$ cat src/rtl/ebalu_pkg.sv
package ebalu_pkg;

   // operation codes of the request channel
   typedef enum logic [4:0] {
      OP_ADD     = 5'd0,
      OP_ADC     = 5'd1,
      OP_SUB     = 5'd2,
      OP_SBC     = 5'd3,
      OP_AND     = 5'd4,
      OP_XOR     = 5'd5,
      OP_OR      = 5'd6,
      OP_CP      = 5'd7,
      OP_INC8    = 5'd8,
      OP_DEC8    = 5'd9,
      OP_DAA     = 5'd10,
      OP_CPL     = 5'd11,
      OP_SCF     = 5'd12,
      OP_CCF     = 5'd13,
      OP_RLCA    = 5'd14,
      OP_RRCA    = 5'd15,
      OP_RLA     = 5'd16,
      OP_RRA     = 5'd17,
      OP_ADD16   = 5'd18,
      OP_ADD_SP  = 5'd19,
      OP_CB      = 5'd20,
      OP_INC16   = 5'd21,
      OP_DEC16   = 5'd22
   } op_type;

   // cb opcode groups (bits 7:6)
   typedef enum logic [1:0] {
      CB_SHIFT = 2'd0,
      CB_BIT   = 2'd1,
      CB_RES   = 2'd2,
      CB_SET   = 2'd3
   } cb_group_type;

   // cb shift and rotate kinds (bits 5:3 within the shift group)
   typedef enum logic [2:0] {
      CB_RLC  = 3'd0,
      CB_RRC  = 3'd1,
      CB_RL   = 3'd2,
      CB_RR   = 3'd3,
      CB_SLA  = 3'd4,
      CB_SRA  = 3'd5,
      CB_SWAP = 3'd6,
      CB_SRL  = 3'd7
   } cb_shift_type;

   // flag bit positions
   localparam int FLAG_Z = 3;
   localparam int FLAG_N = 2;
   localparam int FLAG_H = 1;
   localparam int FLAG_C = 0;

   // decimal adjust constants
   localparam logic [7:0] DAA_LIMIT  = 8'h99;
   localparam logic [7:0] DAA_ADJ_HI = 8'h60;
   localparam logic [7:0] DAA_ADJ_LO = 8'h06;
   localparam logic [3:0] DAA_DIGIT_MAX = 4'h9;

   typedef struct packed {
      logic [4:0]  op;
      logic [15:0] operand_a;
      logic [15:0] operand_b;
      logic [3:0]  flags_in;
   } req_data_type;

   typedef struct packed {
      logic [15:0] result;
      logic [3:0]  flags_out;
      logic        write_back;
   } rsp_data_type;

endpackage

$ cat src/rtl/ebalu_if.sv
interface ebalu_req_if;
   logic        valid;
   logic        ready;
   logic [4:0]  op;
   logic [15:0] operand_a;
   logic [15:0] operand_b;
   logic [3:0]  flags_in;

   modport source (output valid, output op, output operand_a, output operand_b,
                   output flags_in, input ready);
   modport sink (input valid, input op, input operand_a, input operand_b,
                 input flags_in, output ready);
endinterface

interface ebalu_rsp_if;
   logic        valid;
   logic        ready;
   logic [15:0] result;
   logic [3:0]  flags_out;
   logic        write_back;

   modport source (output valid, output result, output flags_out, output write_back,
                   input ready);
   modport sink (input valid, input result, input flags_out, input write_back,
                 output ready);
endinterface

$ cat src/rtl/eight_bit_cpu_alu_with_flags_unit.sv
// Flag-producing ALU of an 8-bit handheld console CPU. Each request beat carries an
// operation code, two 16-bit operands and the Z/N/H/C flags (bit3..bit0); each
// one gives exactly one response beat with the result, the new flags and a
// write-back bit. The block is a two-register pipeline: a request register,
// one pass of adders, shifters and selects, and a response register. An
// accepted request passes through the request register and then the response
// register before it appears as a response beat, and a new request is taken in
// every cycle while the response side keeps up. When the response is stalled
// the request register still fills, so one more beat is taken before
// req_ch.ready drops. There is no state beyond the pipeline and nothing to
// configure.
module eight_bit_cpu_alu_with_flags_unit (
   input  logic          clock,
   input  logic          reset,
   ebalu_req_if.sink     req_ch,
   ebalu_rsp_if.source   rsp_ch
);

   logic                    in_valid_ff;
   logic                    in_valid_in;
   ebalu_pkg::req_data_type in_data_ff;
   ebalu_pkg::req_data_type req_data;
   logic                    out_valid_ff;
   logic                    out_valid_in;
   ebalu_pkg::rsp_data_type out_data_ff;
   ebalu_pkg::rsp_data_type core_data;
   logic                    out_open;
   logic                    req_take;

   // handshake control
   assign out_open     = !out_valid_ff || rsp_ch.ready;
   assign req_ch.ready = !in_valid_ff || out_open;
   assign req_take     = req_ch.valid && req_ch.ready;
   assign in_valid_in  = req_take || (in_valid_ff && !out_open);
   assign out_valid_in = out_open ? in_valid_ff : out_valid_ff;

   // request payload
   assign req_data.op        = req_ch.op;
   assign req_data.operand_a = req_ch.operand_a;
   assign req_data.operand_b = req_ch.operand_b;
   assign req_data.flags_in  = req_ch.flags_in;

   // control registers
   always_ff @(posedge clock) begin
      if (reset) begin
         in_valid_ff  <= 1'b0;
         out_valid_ff <= 1'b0;
      end else begin
         in_valid_ff  <= in_valid_in;
         out_valid_ff <= out_valid_in;
      end
   end

   // request register
   always_ff @(posedge clock) begin
      if (req_take) begin
         in_data_ff <= req_data;
      end
   end

   // compute
   ebalu_core u_core (
      .req_data (in_data_ff),
      .rsp_data (core_data)
   );

   // response register
   always_ff @(posedge clock) begin
      if (out_open && in_valid_ff) begin
         out_data_ff <= core_data;
      end
   end

   assign rsp_ch.valid      = out_valid_ff;
   assign rsp_ch.result     = out_data_ff.result;
   assign rsp_ch.flags_out  = out_data_ff.flags_out;
   assign rsp_ch.write_back = out_data_ff.write_back;

`ifndef SYNTHESIS
   // an accepted beat lands in the request register
   assert property (@(posedge clock) disable iff (reset)
      req_take |=> in_valid_ff)
      else $error("accepted request beat not held in request register");

   // a beat moving forward lands in the response register
   assert property (@(posedge clock) disable iff (reset)
      (in_valid_ff && out_open) |=> out_valid_ff)
      else $error("request beat lost on its way to the response register");

   // a blocked beat stays in the request register
   assert property (@(posedge clock) disable iff (reset)
      (in_valid_ff && !out_open) |=> in_valid_ff)
      else $error("blocked request beat dropped");
`endif

endmodule

$ cat src/rtl/ebalu_core.sv
module ebalu_core (
   input  ebalu_pkg::req_data_type req_data,
   output ebalu_pkg::rsp_data_type rsp_data
);

   logic [7:0]  a;
   logic [7:0]  b;
   logic [15:0] a16;
   logic [15:0] b16;
   logic        fz;
   logic        fn;
   logic        fh;
   logic        fc;
   logic        cin_add;
   logic        cin_sub;

   logic [8:0]  add_sum;
   logic [4:0]  add_half;
   logic [8:0]  sub_diff;
   logic [4:0]  sub_half;
   logic [7:0]  inc_val;
   logic [7:0]  dec_val;
   logic        daa_lo;
   logic        daa_hi;
   logic [7:0]  daa_adj;
   logic [7:0]  daa_val;
   logic [16:0] add16_sum;
   logic [12:0] add16_half;
   logic [15:0] sp_sum;
   logic [4:0]  sp_half;
   logic [8:0]  sp_low;

   // cb unit signals
   logic [2:0]  cb_sel;
   logic [1:0]  cb_grp;
   logic [7:0]  cb_mask;
   logic [7:0]  cb_shift_val;
   logic        cb_shift_cy;
   logic [7:0]  cb_val;
   logic [3:0]  cb_flags;
   logic        cb_wb;

   // operand and flag unpacking
   assign a16 = req_data.operand_a;
   assign b16 = req_data.operand_b;
   assign a   = a16[7:0];
   assign b   = b16[7:0];
   assign fz  = req_data.flags_in[ebalu_pkg::FLAG_Z];
   assign fn  = req_data.flags_in[ebalu_pkg::FLAG_N];
   assign fh  = req_data.flags_in[ebalu_pkg::FLAG_H];
   assign fc  = req_data.flags_in[ebalu_pkg::FLAG_C];

   // carry in only for the with-carry forms
   assign cin_add = (ebalu_pkg::op_type'(req_data.op) == ebalu_pkg::OP_ADC) ? fc : 1'b0;
   assign cin_sub = (ebalu_pkg::op_type'(req_data.op) == ebalu_pkg::OP_SBC) ? fc : 1'b0;

   // 8-bit adder and subtractor with half carries
   assign add_sum  = {1'b0, a} + {1'b0, b} + {8'd0, cin_add};
   assign add_half = {1'b0, a[3:0]} + {1'b0, b[3:0]} + {4'd0, cin_add};
   assign sub_diff = {1'b0, a} - {1'b0, b} - {8'd0, cin_sub};
   assign sub_half = {1'b0, a[3:0]} - {1'b0, b[3:0]} - {4'd0, cin_sub};
   assign inc_val  = a + 8'd1;
   assign dec_val  = a - 8'd1;

   // decimal adjust
   assign daa_lo  = fh || (!fn && (a[3:0] > ebalu_pkg::DAA_DIGIT_MAX));
   assign daa_hi  = fc || (!fn && (a > ebalu_pkg::DAA_LIMIT));
   assign daa_adj = (daa_lo ? ebalu_pkg::DAA_ADJ_LO : 8'h00) |
                    (daa_hi ? ebalu_pkg::DAA_ADJ_HI : 8'h00);
   assign daa_val = fn ? (a - daa_adj) : (a + daa_adj);

   // 16-bit add and stack pointer plus signed byte
   assign add16_sum  = {1'b0, a16} + {1'b0, b16};
   assign add16_half = {1'b0, a16[11:0]} + {1'b0, b16[11:0]};
   assign sp_sum     = a16 + {{8{b[7]}}, b};
   assign sp_half    = {1'b0, a16[3:0]} + {1'b0, b[3:0]};
   assign sp_low     = {1'b0, a16[7:0]} + {1'b0, b};

   // cb prefix: shifts and rotates, bit test, reset, set
   assign cb_sel  = b[5:3];
   assign cb_grp  = b[7:6];
   assign cb_mask = 8'd1 << cb_sel;

   always_comb begin
      case (ebalu_pkg::cb_shift_type'(cb_sel))
         ebalu_pkg::CB_RLC: begin
            cb_shift_val = {a[6:0], a[7]};
            cb_shift_cy  = a[7];
         end
         ebalu_pkg::CB_RRC: begin
            cb_shift_val = {a[0], a[7:1]};
            cb_shift_cy  = a[0];
         end
         ebalu_pkg::CB_RL: begin
            cb_shift_val = {a[6:0], fc};
            cb_shift_cy  = a[7];
         end
         ebalu_pkg::CB_RR: begin
            cb_shift_val = {fc, a[7:1]};
            cb_shift_cy  = a[0];
         end
         ebalu_pkg::CB_SLA: begin
            cb_shift_val = {a[6:0], 1'b0};
            cb_shift_cy  = a[7];
         end
         ebalu_pkg::CB_SRA: begin
            cb_shift_val = {a[7], a[7:1]};
            cb_shift_cy  = a[0];
         end
         ebalu_pkg::CB_SWAP: begin
            cb_shift_val = {a[3:0], a[7:4]};
            cb_shift_cy  = 1'b0;
         end
         default: begin
            cb_shift_val = {1'b0, a[7:1]};
            cb_shift_cy  = a[0];
         end
      endcase
   end

   always_comb begin
      cb_wb = 1'b1;
      unique case (ebalu_pkg::cb_group_type'(cb_grp))
         ebalu_pkg::CB_BIT: begin
            cb_val   = a;
            cb_flags = {~|(a & cb_mask), 1'b0, 1'b1, fc};
            cb_wb    = 1'b0;
         end
         ebalu_pkg::CB_RES: begin
            cb_val   = a & ~cb_mask;
            cb_flags = req_data.flags_in;
         end
         ebalu_pkg::CB_SET: begin
            cb_val   = a | cb_mask;
            cb_flags = req_data.flags_in;
         end
         default: begin
            cb_val   = cb_shift_val;
            cb_flags = {~|cb_shift_val, 1'b0, 1'b0, cb_shift_cy};
         end
      endcase
   end

   // result and flag select by operation
   always_comb begin
      rsp_data.result     = {8'h00, a};
      rsp_data.flags_out  = req_data.flags_in;
      rsp_data.write_back = 1'b1;
      unique case (ebalu_pkg::op_type'(req_data.op))
         ebalu_pkg::OP_ADD, ebalu_pkg::OP_ADC: begin
            rsp_data.result    = {8'h00, add_sum[7:0]};
            rsp_data.flags_out = {~|add_sum[7:0], 1'b0, add_half[4], add_sum[8]};
         end
         ebalu_pkg::OP_SUB, ebalu_pkg::OP_SBC: begin
            rsp_data.result    = {8'h00, sub_diff[7:0]};
            rsp_data.flags_out = {~|sub_diff[7:0], 1'b1, sub_half[4], sub_diff[8]};
         end
         ebalu_pkg::OP_CP: begin
            rsp_data.flags_out  = {~|sub_diff[7:0], 1'b1, sub_half[4], sub_diff[8]};
            rsp_data.write_back = 1'b0;
         end
         ebalu_pkg::OP_AND: begin
            rsp_data.result    = {8'h00, a & b};
            rsp_data.flags_out = {~|(a & b), 1'b0, 1'b1, 1'b0};
         end
         ebalu_pkg::OP_XOR: begin
            rsp_data.result    = {8'h00, a ^ b};
            rsp_data.flags_out = {~|(a ^ b), 1'b0, 1'b0, 1'b0};
         end
         ebalu_pkg::OP_OR: begin
            rsp_data.result    = {8'h00, a | b};
            rsp_data.flags_out = {~|(a | b), 1'b0, 1'b0, 1'b0};
         end
         ebalu_pkg::OP_INC8: begin
            rsp_data.result    = {8'h00, inc_val};
            rsp_data.flags_out = {~|inc_val, 1'b0, ~|inc_val[3:0], fc};
         end
         ebalu_pkg::OP_DEC8: begin
            rsp_data.result    = {8'h00, dec_val};
            rsp_data.flags_out = {~|dec_val, 1'b1, &dec_val[3:0], fc};
         end
         ebalu_pkg::OP_DAA: begin
            rsp_data.result    = {8'h00, daa_val};
            rsp_data.flags_out = {~|daa_val, fn, 1'b0, daa_hi};
         end
         ebalu_pkg::OP_CPL: begin
            rsp_data.result    = {8'h00, ~a};
            rsp_data.flags_out = {fz, 1'b1, 1'b1, fc};
         end
         ebalu_pkg::OP_SCF: begin
            rsp_data.flags_out  = {fz, 1'b0, 1'b0, 1'b1};
            rsp_data.write_back = 1'b0;
         end
         ebalu_pkg::OP_CCF: begin
            rsp_data.flags_out  = {fz, 1'b0, 1'b0, ~fc};
            rsp_data.write_back = 1'b0;
         end
         ebalu_pkg::OP_RLCA: begin
            rsp_data.result    = {8'h00, a[6:0], a[7]};
            rsp_data.flags_out = {1'b0, 1'b0, 1'b0, a[7]};
         end
         ebalu_pkg::OP_RRCA: begin
            rsp_data.result    = {8'h00, a[0], a[7:1]};
            rsp_data.flags_out = {1'b0, 1'b0, 1'b0, a[0]};
         end
         ebalu_pkg::OP_RLA: begin
            rsp_data.result    = {8'h00, a[6:0], fc};
            rsp_data.flags_out = {1'b0, 1'b0, 1'b0, a[7]};
         end
         ebalu_pkg::OP_RRA: begin
            rsp_data.result    = {8'h00, fc, a[7:1]};
            rsp_data.flags_out = {1'b0, 1'b0, 1'b0, a[0]};
         end
         ebalu_pkg::OP_ADD16: begin
            rsp_data.result    = add16_sum[15:0];
            rsp_data.flags_out = {fz, 1'b0, add16_half[12], add16_sum[16]};
         end
         ebalu_pkg::OP_ADD_SP: begin
            rsp_data.result    = sp_sum;
            rsp_data.flags_out = {1'b0, 1'b0, sp_half[4], sp_low[8]};
         end
         ebalu_pkg::OP_CB: begin
            rsp_data.result     = {8'h00, cb_val};
            rsp_data.flags_out  = cb_flags;
            rsp_data.write_back = cb_wb;
         end
         ebalu_pkg::OP_INC16: begin
            rsp_data.result = a16 + 16'd1;
         end
         ebalu_pkg::OP_DEC16: begin
            rsp_data.result = a16 - 16'd1;
         end
         default: begin
            rsp_data.result     = 16'h0000;
            rsp_data.write_back = 1'b0;
         end
      endcase
   end

endmodule

$ cat src/flat_wrapper.sv
// flat-port wrapper written by rule: the top's interface ports become plain ports
module eight_bit_cpu_alu_with_flags_unit_flat 
  (clock, reset, req_ch_valid, req_ch_op, req_ch_operand_a, req_ch_operand_b, req_ch_flags_in, req_ch_ready, rsp_ch_valid, rsp_ch_result, rsp_ch_flags_out, rsp_ch_write_back, rsp_ch_ready);
  ebalu_req_if req_ch_i ();
  ebalu_rsp_if rsp_ch_i ();
  input  logic clock;
  input  logic reset;
  input wire logic [$bits(req_ch_i.valid)-1:0] req_ch_valid;
  input wire logic [$bits(req_ch_i.op)-1:0] req_ch_op;
  input wire logic [$bits(req_ch_i.operand_a)-1:0] req_ch_operand_a;
  input wire logic [$bits(req_ch_i.operand_b)-1:0] req_ch_operand_b;
  input wire logic [$bits(req_ch_i.flags_in)-1:0] req_ch_flags_in;
  output wire logic [$bits(req_ch_i.ready)-1:0] req_ch_ready;
  output wire logic [$bits(rsp_ch_i.valid)-1:0] rsp_ch_valid;
  output wire logic [$bits(rsp_ch_i.result)-1:0] rsp_ch_result;
  output wire logic [$bits(rsp_ch_i.flags_out)-1:0] rsp_ch_flags_out;
  output wire logic [$bits(rsp_ch_i.write_back)-1:0] rsp_ch_write_back;
  input wire logic [$bits(rsp_ch_i.ready)-1:0] rsp_ch_ready;
  assign req_ch_i.valid = req_ch_valid;
  assign req_ch_i.op = req_ch_op;
  assign req_ch_i.operand_a = req_ch_operand_a;
  assign req_ch_i.operand_b = req_ch_operand_b;
  assign req_ch_i.flags_in = req_ch_flags_in;
  assign req_ch_ready = req_ch_i.ready;
  assign rsp_ch_valid = rsp_ch_i.valid;
  assign rsp_ch_result = rsp_ch_i.result;
  assign rsp_ch_flags_out = rsp_ch_i.flags_out;
  assign rsp_ch_write_back = rsp_ch_i.write_back;
  assign rsp_ch_i.ready = rsp_ch_ready;
  eight_bit_cpu_alu_with_flags_unit u_core (.clock(clock), .reset(reset), .req_ch(req_ch_i), .rsp_ch(rsp_ch_i));
endmodule
$ cat config.mk
export PLATFORM = sky130hd
export DESIGN_NAME = eight_bit_cpu_alu_with_flags_unit_flat
export DESIGN_NICKNAME = d
export VERILOG_FILES = /design/src/rtl/ebalu_pkg.sv /design/src/rtl/ebalu_if.sv /design/src/rtl/eight_bit_cpu_alu_with_flags_unit.sv /design/src/rtl/ebalu_core.sv /design/src/flat_wrapper.sv
export SDC_FILE = /design/constraint.sdc
export NUM_CORES = 1
export LEC_CHECK = 0
export BUFFER_PORTS_ARGS = -buffer_cell sky130_fd_sc_hd__buf_4
export CORE_MARGIN = 5
export CORE_UTILIZATION = 45
export CTS_CLUSTER_SIZE = 10
export DETAILED_ROUTE_END_ITERATION = 10
export HOLD_SLACK_MARGIN = 0.05
export PLACE_DENSITY = 0.66
export SLEW_MARGIN = 20
export SYNTH_ARGS = -nofsm -noshare
export SYNTH_HDL_FRONTEND = slang
export SYNTH_SLANG_ARGS = --single-unit
$ cat constraint.sdc
create_clock -name clock -period 3.9 [get_ports clock]
set_input_delay 0.39 -clock clock [delete_from_list [all_inputs] [get_ports clock]]
set_output_delay 0.39 -clock clock [all_outputs]
set_load 0.01 [all_outputs]
==> flow_summary.toml, run 1 <==
[synthesis]
synth-simple-area-share = 0.207
ys_seq_area_frac = 0.264
synth_cell_type_count = 90
synthCells = 813
syn_area_per_cell_sq_um = 8.84
synth_area_leader_cell = "edfxtp_1"
synthMuxAreaShare = 0.0198
ys_seq_elements = 64
mappedNetlistArea_sq_mm = 0.00719
synth_top_family_by_area = "compound AO/OA/AOI/OAI gates"
yosysMostFrequentCell = "ha_1"
synthXorXnorAreaFrac = 0.0809
synthAdderAreaFrac = 0.135
synth-main-ff-cell = "edfxtp_1"
ys_top_cells_by_area = "edfxtp_1 26%, ha_1 12%, xnor2_1 4.5%"
synthTopCellsByCount = "71 x ha_1, 62 x edfxtp_1, 60 x nor2_1"
synth_nets = 933
synth-edff-count = 62
async_reset_ff_frac = 0
yosys_warnings = 0
synth_largest_type_area_fraction = 0.259
synth_compound_area_frac = 0.243

[worst_setup_path]
cp.arrival_ns = 3.72
crit_path_end_kind = "flip-flop"
rr_endpoint = "u_core.rsp_ch.result[4]"
crit_family = "adder cells"
required_ns = 3.98
reg2reg_depth = 11
critPathLaunchType = "flip-flop"
slowest_stage = "fa_1"
rrSetupSlack_ns = 0.26
crit_buf_inv = 1
startpoint = "u_core.in_data_ff[39]"
crit_top_cell = "fa_1"
crit_fanout = 4
path_cells = "nor3b_1 > nand3_1 > fa_1 > fa_1 > o21a_1 > nor2_1 > xor2_1 > o32ai_1 > a2111oi_2 > buf_4 > o211ai_1"
r2r-start = "u_core.in_data_ff[39]"
critPathKind = "reg2reg"
max_stage_delay_ns = 0.47

[power_and_ir_drop]
leakagePower_nw = 3.37
switching_power_uw = 956
power_frac_comb = 0.360
power_density_mw_per_mm2 = 323
p_total_mw = 2.72
seqPwrFrac = 0.308
clkPwrFrac = 0.332
switching_share = 0.351
power.internal_mw = 1.77
ir_worst_vdd_mv = 0.206

[hold_path]
hold_end = "u_core.in_valid_ff"
whs_path_depth = 2
hold_class = "in2reg"
min_from = "reset"

[timing]
grt_setup_unrepaired = "no"
period_share = 0.933
fin_ws_ns = 0.259
fmax_ghz = 0.275
post-route-min-period_ns = 3.64
skew_ns = 0.0124
worst_pin_slew_ns = 0.976
setup_tns_ns = 0
fin_hold_ws_ns = 0.201
final_max_slew_viol_count = 0
setup_viol = 0
slew_headroom = 0.349
hold_viol = 0

[global_routing]
grt_max_degree = 42
antenna_found_initial = 0
grt_pass1_wl_um = 39800
groute.usage.overall = 0.286
grt_pass1_vias = 6801
overflow = 0

[final_layout]
num_antenna_cells = 0
design_area_sq_mm = 0.00843
fill_cells = 1511
seq_area_sq_mm = 0.00190
final_layout_size_suffix_gt1_frac = 0.194
multi_input_area_sq_mm = 0.00495
final_nets = 1011
areaGrowthSynthToFinish_pct = 17.2

[clock_network]
hold_buffers = 0
cts.sinks = 64
cts_buffers = 9
root_buffer = "clkbuf_16"
clockBufferDepth = 2
cts_tree = "done"
cts_max_level = 3
clk_pin_slew_ns = 0.06
clkLatencyLatePin_ns = 0.35

[outcome]
status = "completed"

[route]
dr.pass1.iters = 5
drt-initial-drc-count = 878
ant_nets = 0
viasPerCell = 6.38
drc = 0
wire_per_inst_um = 23.7
vias = 7091
routed_wl_um = 26400

[placement]
gp_congestion = 1.08
port_buffers = 67
pre_cts_ws_ns = 0.144
dp_hpwl_um = 20300
place_area_sq_mm = 0.00808

[floorplan]
num_io_pins = 68
start_util = 0.456
die_x_um = 136
die_h_um = 136
die-area_sq_mm = 0.0186
num_rows = 46
core_sq_mm = 0.0158

[run]
cap_violations = 0
power groups by stage:
stage	clock, mW	combinational, mW	sequential (mW)
2_1_floorplan	0	0.642	0.856
3_3_place_gp	0	0.948	0.853
3_5_place_dp	0	0.947	0.852
4_1_cts	0.918	0.954	0.838
5_1_grt	0.946	1.06	0.842
6_report	0.903	0.981	0.838
stage by stage:
step                       util  std cells
after floorplan               -        813
after global placement    0.512       1096
after detailed placement  0.512       1096
after CTS                 0.533       1112
after global routing      0.534       1112
final                     0.534       1112
flip-flops by register name, summed over array words and instances, names as in the netlist:
name	flops
u_core.in_valid_ff	1
u_core.in_data_ff	41
u_core.rsp_ch.result	16
u_core.rsp_ch.write_back	1
u_core.rsp_ch.valid	1
u_core.rsp_ch.flags_out	4
cell families (layout without fill, tap and decap cells):
group | Yosys count | after routing
buffers and inverters | 81 | 164
xor gates and xnor gates | 63 | 63
muxes | 14 | 14
DFF | 64 | 64
and+or+nand+nor | 271 | 271
adders and majority gates | 75 | 75
AOI/OAI and AO/OA | 245 | 245
layer usage:
layer,vias to the layer above,track usage,wire (um)
met2,422,0.412,10800
met5,-,0,0
li1,3250,-,-
met1,3323,0.389,11200
met4,0,0.158,1530
met3,96,0.0744,2750
worst max path at each step:
| stage | cells after the start | slack [ns] | end |
|---|---|---|---|
| 4_1_cts | 11 | 0.11 | u_core.rsp_ch.result[4] |
| 5_1_grt | 14 | 0.04 | u_core.rsp_ch.result[7] |
| 6_report | 11 | 0.26 | u_core.rsp_ch.result[4] |
| 3_3_place_gp | 11 | 0.32 | u_core.rsp_ch.result[4] |
| 2_1_floorplan | 15 | 0.01 | u_core.rsp_ch.result[7] |
| 3_5_place_dp | 11 | 0.14 | u_core.rsp_ch.result[4] |
what timing repair did:
| action | in CTS | in global routing |
|---|---|---|
| setup endpoints to repair | 0 | 3 |
| resized for setup | 0 | 4 |
| buffers inserted | 0 | 0 |
| endpoints found under the hold margin | 0 | 0 |
layout make-up:
type | instances | share of cell area
multi-input cells | 668 | 0.588
flip-flops and latches | 64 | 0.226
repair buffers | 111 | 0.0989
well taps | 216 | 0.0321
clock buffers | 9 | 0.0267
inverters | 37 | 0.0165
clock inverters | 7 | 0.0122
cells in the final DEF (no fill, tap or decap), types with 10 or more instances in the layout:
master / instances
a211oi_1: 10
a21oi_1: 39
a22oi_1: 10
and2_1: 10
and3_1: 14
buf_4: 111
edfxtp_1: 62
ha_1: 71
inv_1: 33
mux2i_1: 12
nand2_1: 54
nand2b_1: 11
nand3_1: 23
nand4_1: 12
nor2_1: 60
nor2b_1: 15
nor3_1: 22
nor4_1: 10
o21ai_0: 47
o22ai_1: 13
xnor2_1: 37
xor2_1: 22
No activity file was read; power rests on OpenSTA's default activity.
==> run 2: changes to the inputs <==
--- a/config.mk
+++ b/config.mk
@@ -12,6 +12,7 @@
 export DETAILED_ROUTE_END_ITERATION = 10
 export HOLD_SLACK_MARGIN = 0.05
 export PLACE_DENSITY = 0.66
+export REMOVE_ABC_BUFFERS = 1
 export SLEW_MARGIN = 20
 export SYNTH_ARGS = -nofsm -noshare
 export SYNTH_HDL_FRONTEND = slang
==> run 2 against run 1 <==
Highest routed layer unchanged. Cell count unchanged. Clock power down 0.7%. Final area about the same. Critical endpoint unchanged. Sequential power about the same.
==> flow_summary.toml, run 2 (synthesis gave the netlist of run 1 again) <==
[outcome]
status = "completed"

[placement]
port_buffers = 67
place_inst = 1096
gp_congestion = 1.07
dp_hpwl_um = 20600

[route]
vias = 7038
drc = 0
drt-initial-drc-count = 831
wire_per_inst_um = 23.8
dr.pass1.iters = 5
ant_nets = 0
viasPerCell = 6.33
routed_wl_um = 26500

[final_layout]
largest_reg_flops = 41
num_antenna_cells = 0
fill_cells = 1493
areaGrowthSynthToFinish_pct = 17.1
final_common_cell = "buf_4"
fin_cells = 1112
final_layout_size_suffix_gt1_frac = 0.193
layout_common_cells = "111 x buf_4, 71 x ha_1, 62 x edfxtp_1, 60 x nor2_1, 54 x nand2_1"
regMostFlops = "u_core.in_data_ff"
postLayoutCoreUtil = 0.534
final_nets = 1011

[floorplan]
num_rows = 46
core_sq_mm = 0.0158
die_x_um = 136
die_h_um = 136
start_util = 0.456
num_io_pins = 68
die-area_sq_mm = 0.0186

[global_routing]
groute.usage.overall = 0.283
grt_pass1_wl_um = 39200
grt_pass1_vias = 6506
antenna_found_initial = 0
overflow = 0
grt_max_degree = 42

[hold_path]
min_from = "reset"
hold_class = "in2reg"
whs_path_depth = 2
hold_end = "u_core.rsp_ch.valid"

[clock_network]
cts.sinks = 64
post_cts_buffers = 0
root_buffer = "clkbuf_16"
clockBufferDepth = 2
hold_buffers = 0
clkLatencyLatePin_ns = 0.35
cts_buffers = 9
cts_tree = "done"
clk_pin_slew_ns = 0.06
cts_resized = 0
cts_max_level = 3

[timing]
fin_hold_ws_ns = 0.205
final_max_slew_viol_count = 0
grt_setup_unrepaired = "no"
period_share = 0.959
skew_ns = 0.0133
worst_pin_slew_ns = 0.960
fmax_ghz = 0.267
post-route-min-period_ns = 3.74
hold_viol = 0
setup_viol = 0
slew_headroom = 0.360

[power_and_ir_drop]
power_density_mw_per_mm2 = 322
leakagePower_nw = 3.37
ir_worst_vdd_mv = 0.402
p_total_mw = 2.71

[worst_setup_path]
critPathLaunchType = "flip-flop"
crit_path_end_kind = "flip-flop"
cp.arrival_ns = 3.82
rr_endpoint = "u_core.rsp_ch.result[4]"
crit_fanout = 7
rrSetupSlack_ns = 0.16
required_ns = 3.98
reg2reg_depth = 11
r2r-start = "u_core.in_data_ff[40]"
critPathKind = "reg2reg"

[run]
cap_violations = 0
## run 2: changes by cell type in the layout (fill, tap and decap cells not counted), sizes merged
cell,delta
inv,-2
clkinv,+1
clkbuf,+1
## run 2: per-stage QoR
step	TNS, ns	worst slack (ns)	cell area [sq um]
4_1_cts	0	0.00331	8410
5_1_grt	0	0.00816	8420
2_1_floorplan	-0.109	-0.109	6970
6_report	0	0.160	8420
3_3_place_gp	0	0.154	8080
3_5_place_dp	0	0.0351	8080
## run 2: layout make-up
class,count,area (sq um),area share
multi-input combinational,668,4950,0.588
sequential,64,1900,0.226
timing repair buffer,111,833,0.0989
tap,216,270,0.0321
clock buffer,10,239,0.0284
inverter,37,139,0.0165
clock inverter,6,90.1,0.0107
## run 2: worst max-delay path by stage
| stage | cells past startpoint | end | slack [ns] | start |
|---|---|---|---|---|
| after detailed placement | 11 | u_core.rsp_ch.result[4] | 0.04 | u_core.in_data_ff[36] |
| after global placement | 11 | u_core.rsp_ch.result[4] | 0.15 | u_core.in_data_ff[36] |
| final | 11 | u_core.rsp_ch.result[4] | 0.16 | u_core.in_data_ff[40] |
| after CTS | 11 | u_core.rsp_ch.result[4] | 0.003 | u_core.in_data_ff[36] |
| after floorplan | 14 | u_core.rsp_ch.result[7] | -0.11 | u_core.in_data_ff[21] |
| after global routing | 14 | u_core.rsp_ch.result[7] | 0.008 | u_core.in_data_ff[20] |
## run 2: where the power goes
group	switching (mW)	internal (mW)
registers	0.0322	0.809
clock network	0.318	0.579
logic	0.585	0.390
## run 2: worst max-delay path: stages, from the launching register on
cell and delay, ns:
edfxtp_1 0.43, and2b_4 0.35, nand3_1 0.17, fa_1 0.45, fa_1 0.48, o21a_1 0.22
nor2_1 0.23, xor2_1 0.29, o32ai_1 0.15, a2111oi_2 0.44, buf_4 0.18, o211ai_1 0.07
## run 2: routing by layer
layer / global-route usage / part of all wire
met1: 0.387 / 0.41
met2: 0.415 / 0.43
met3: 0.0851 / 0.11
met4: 0.119 / 0.041
met5: 0 / 0
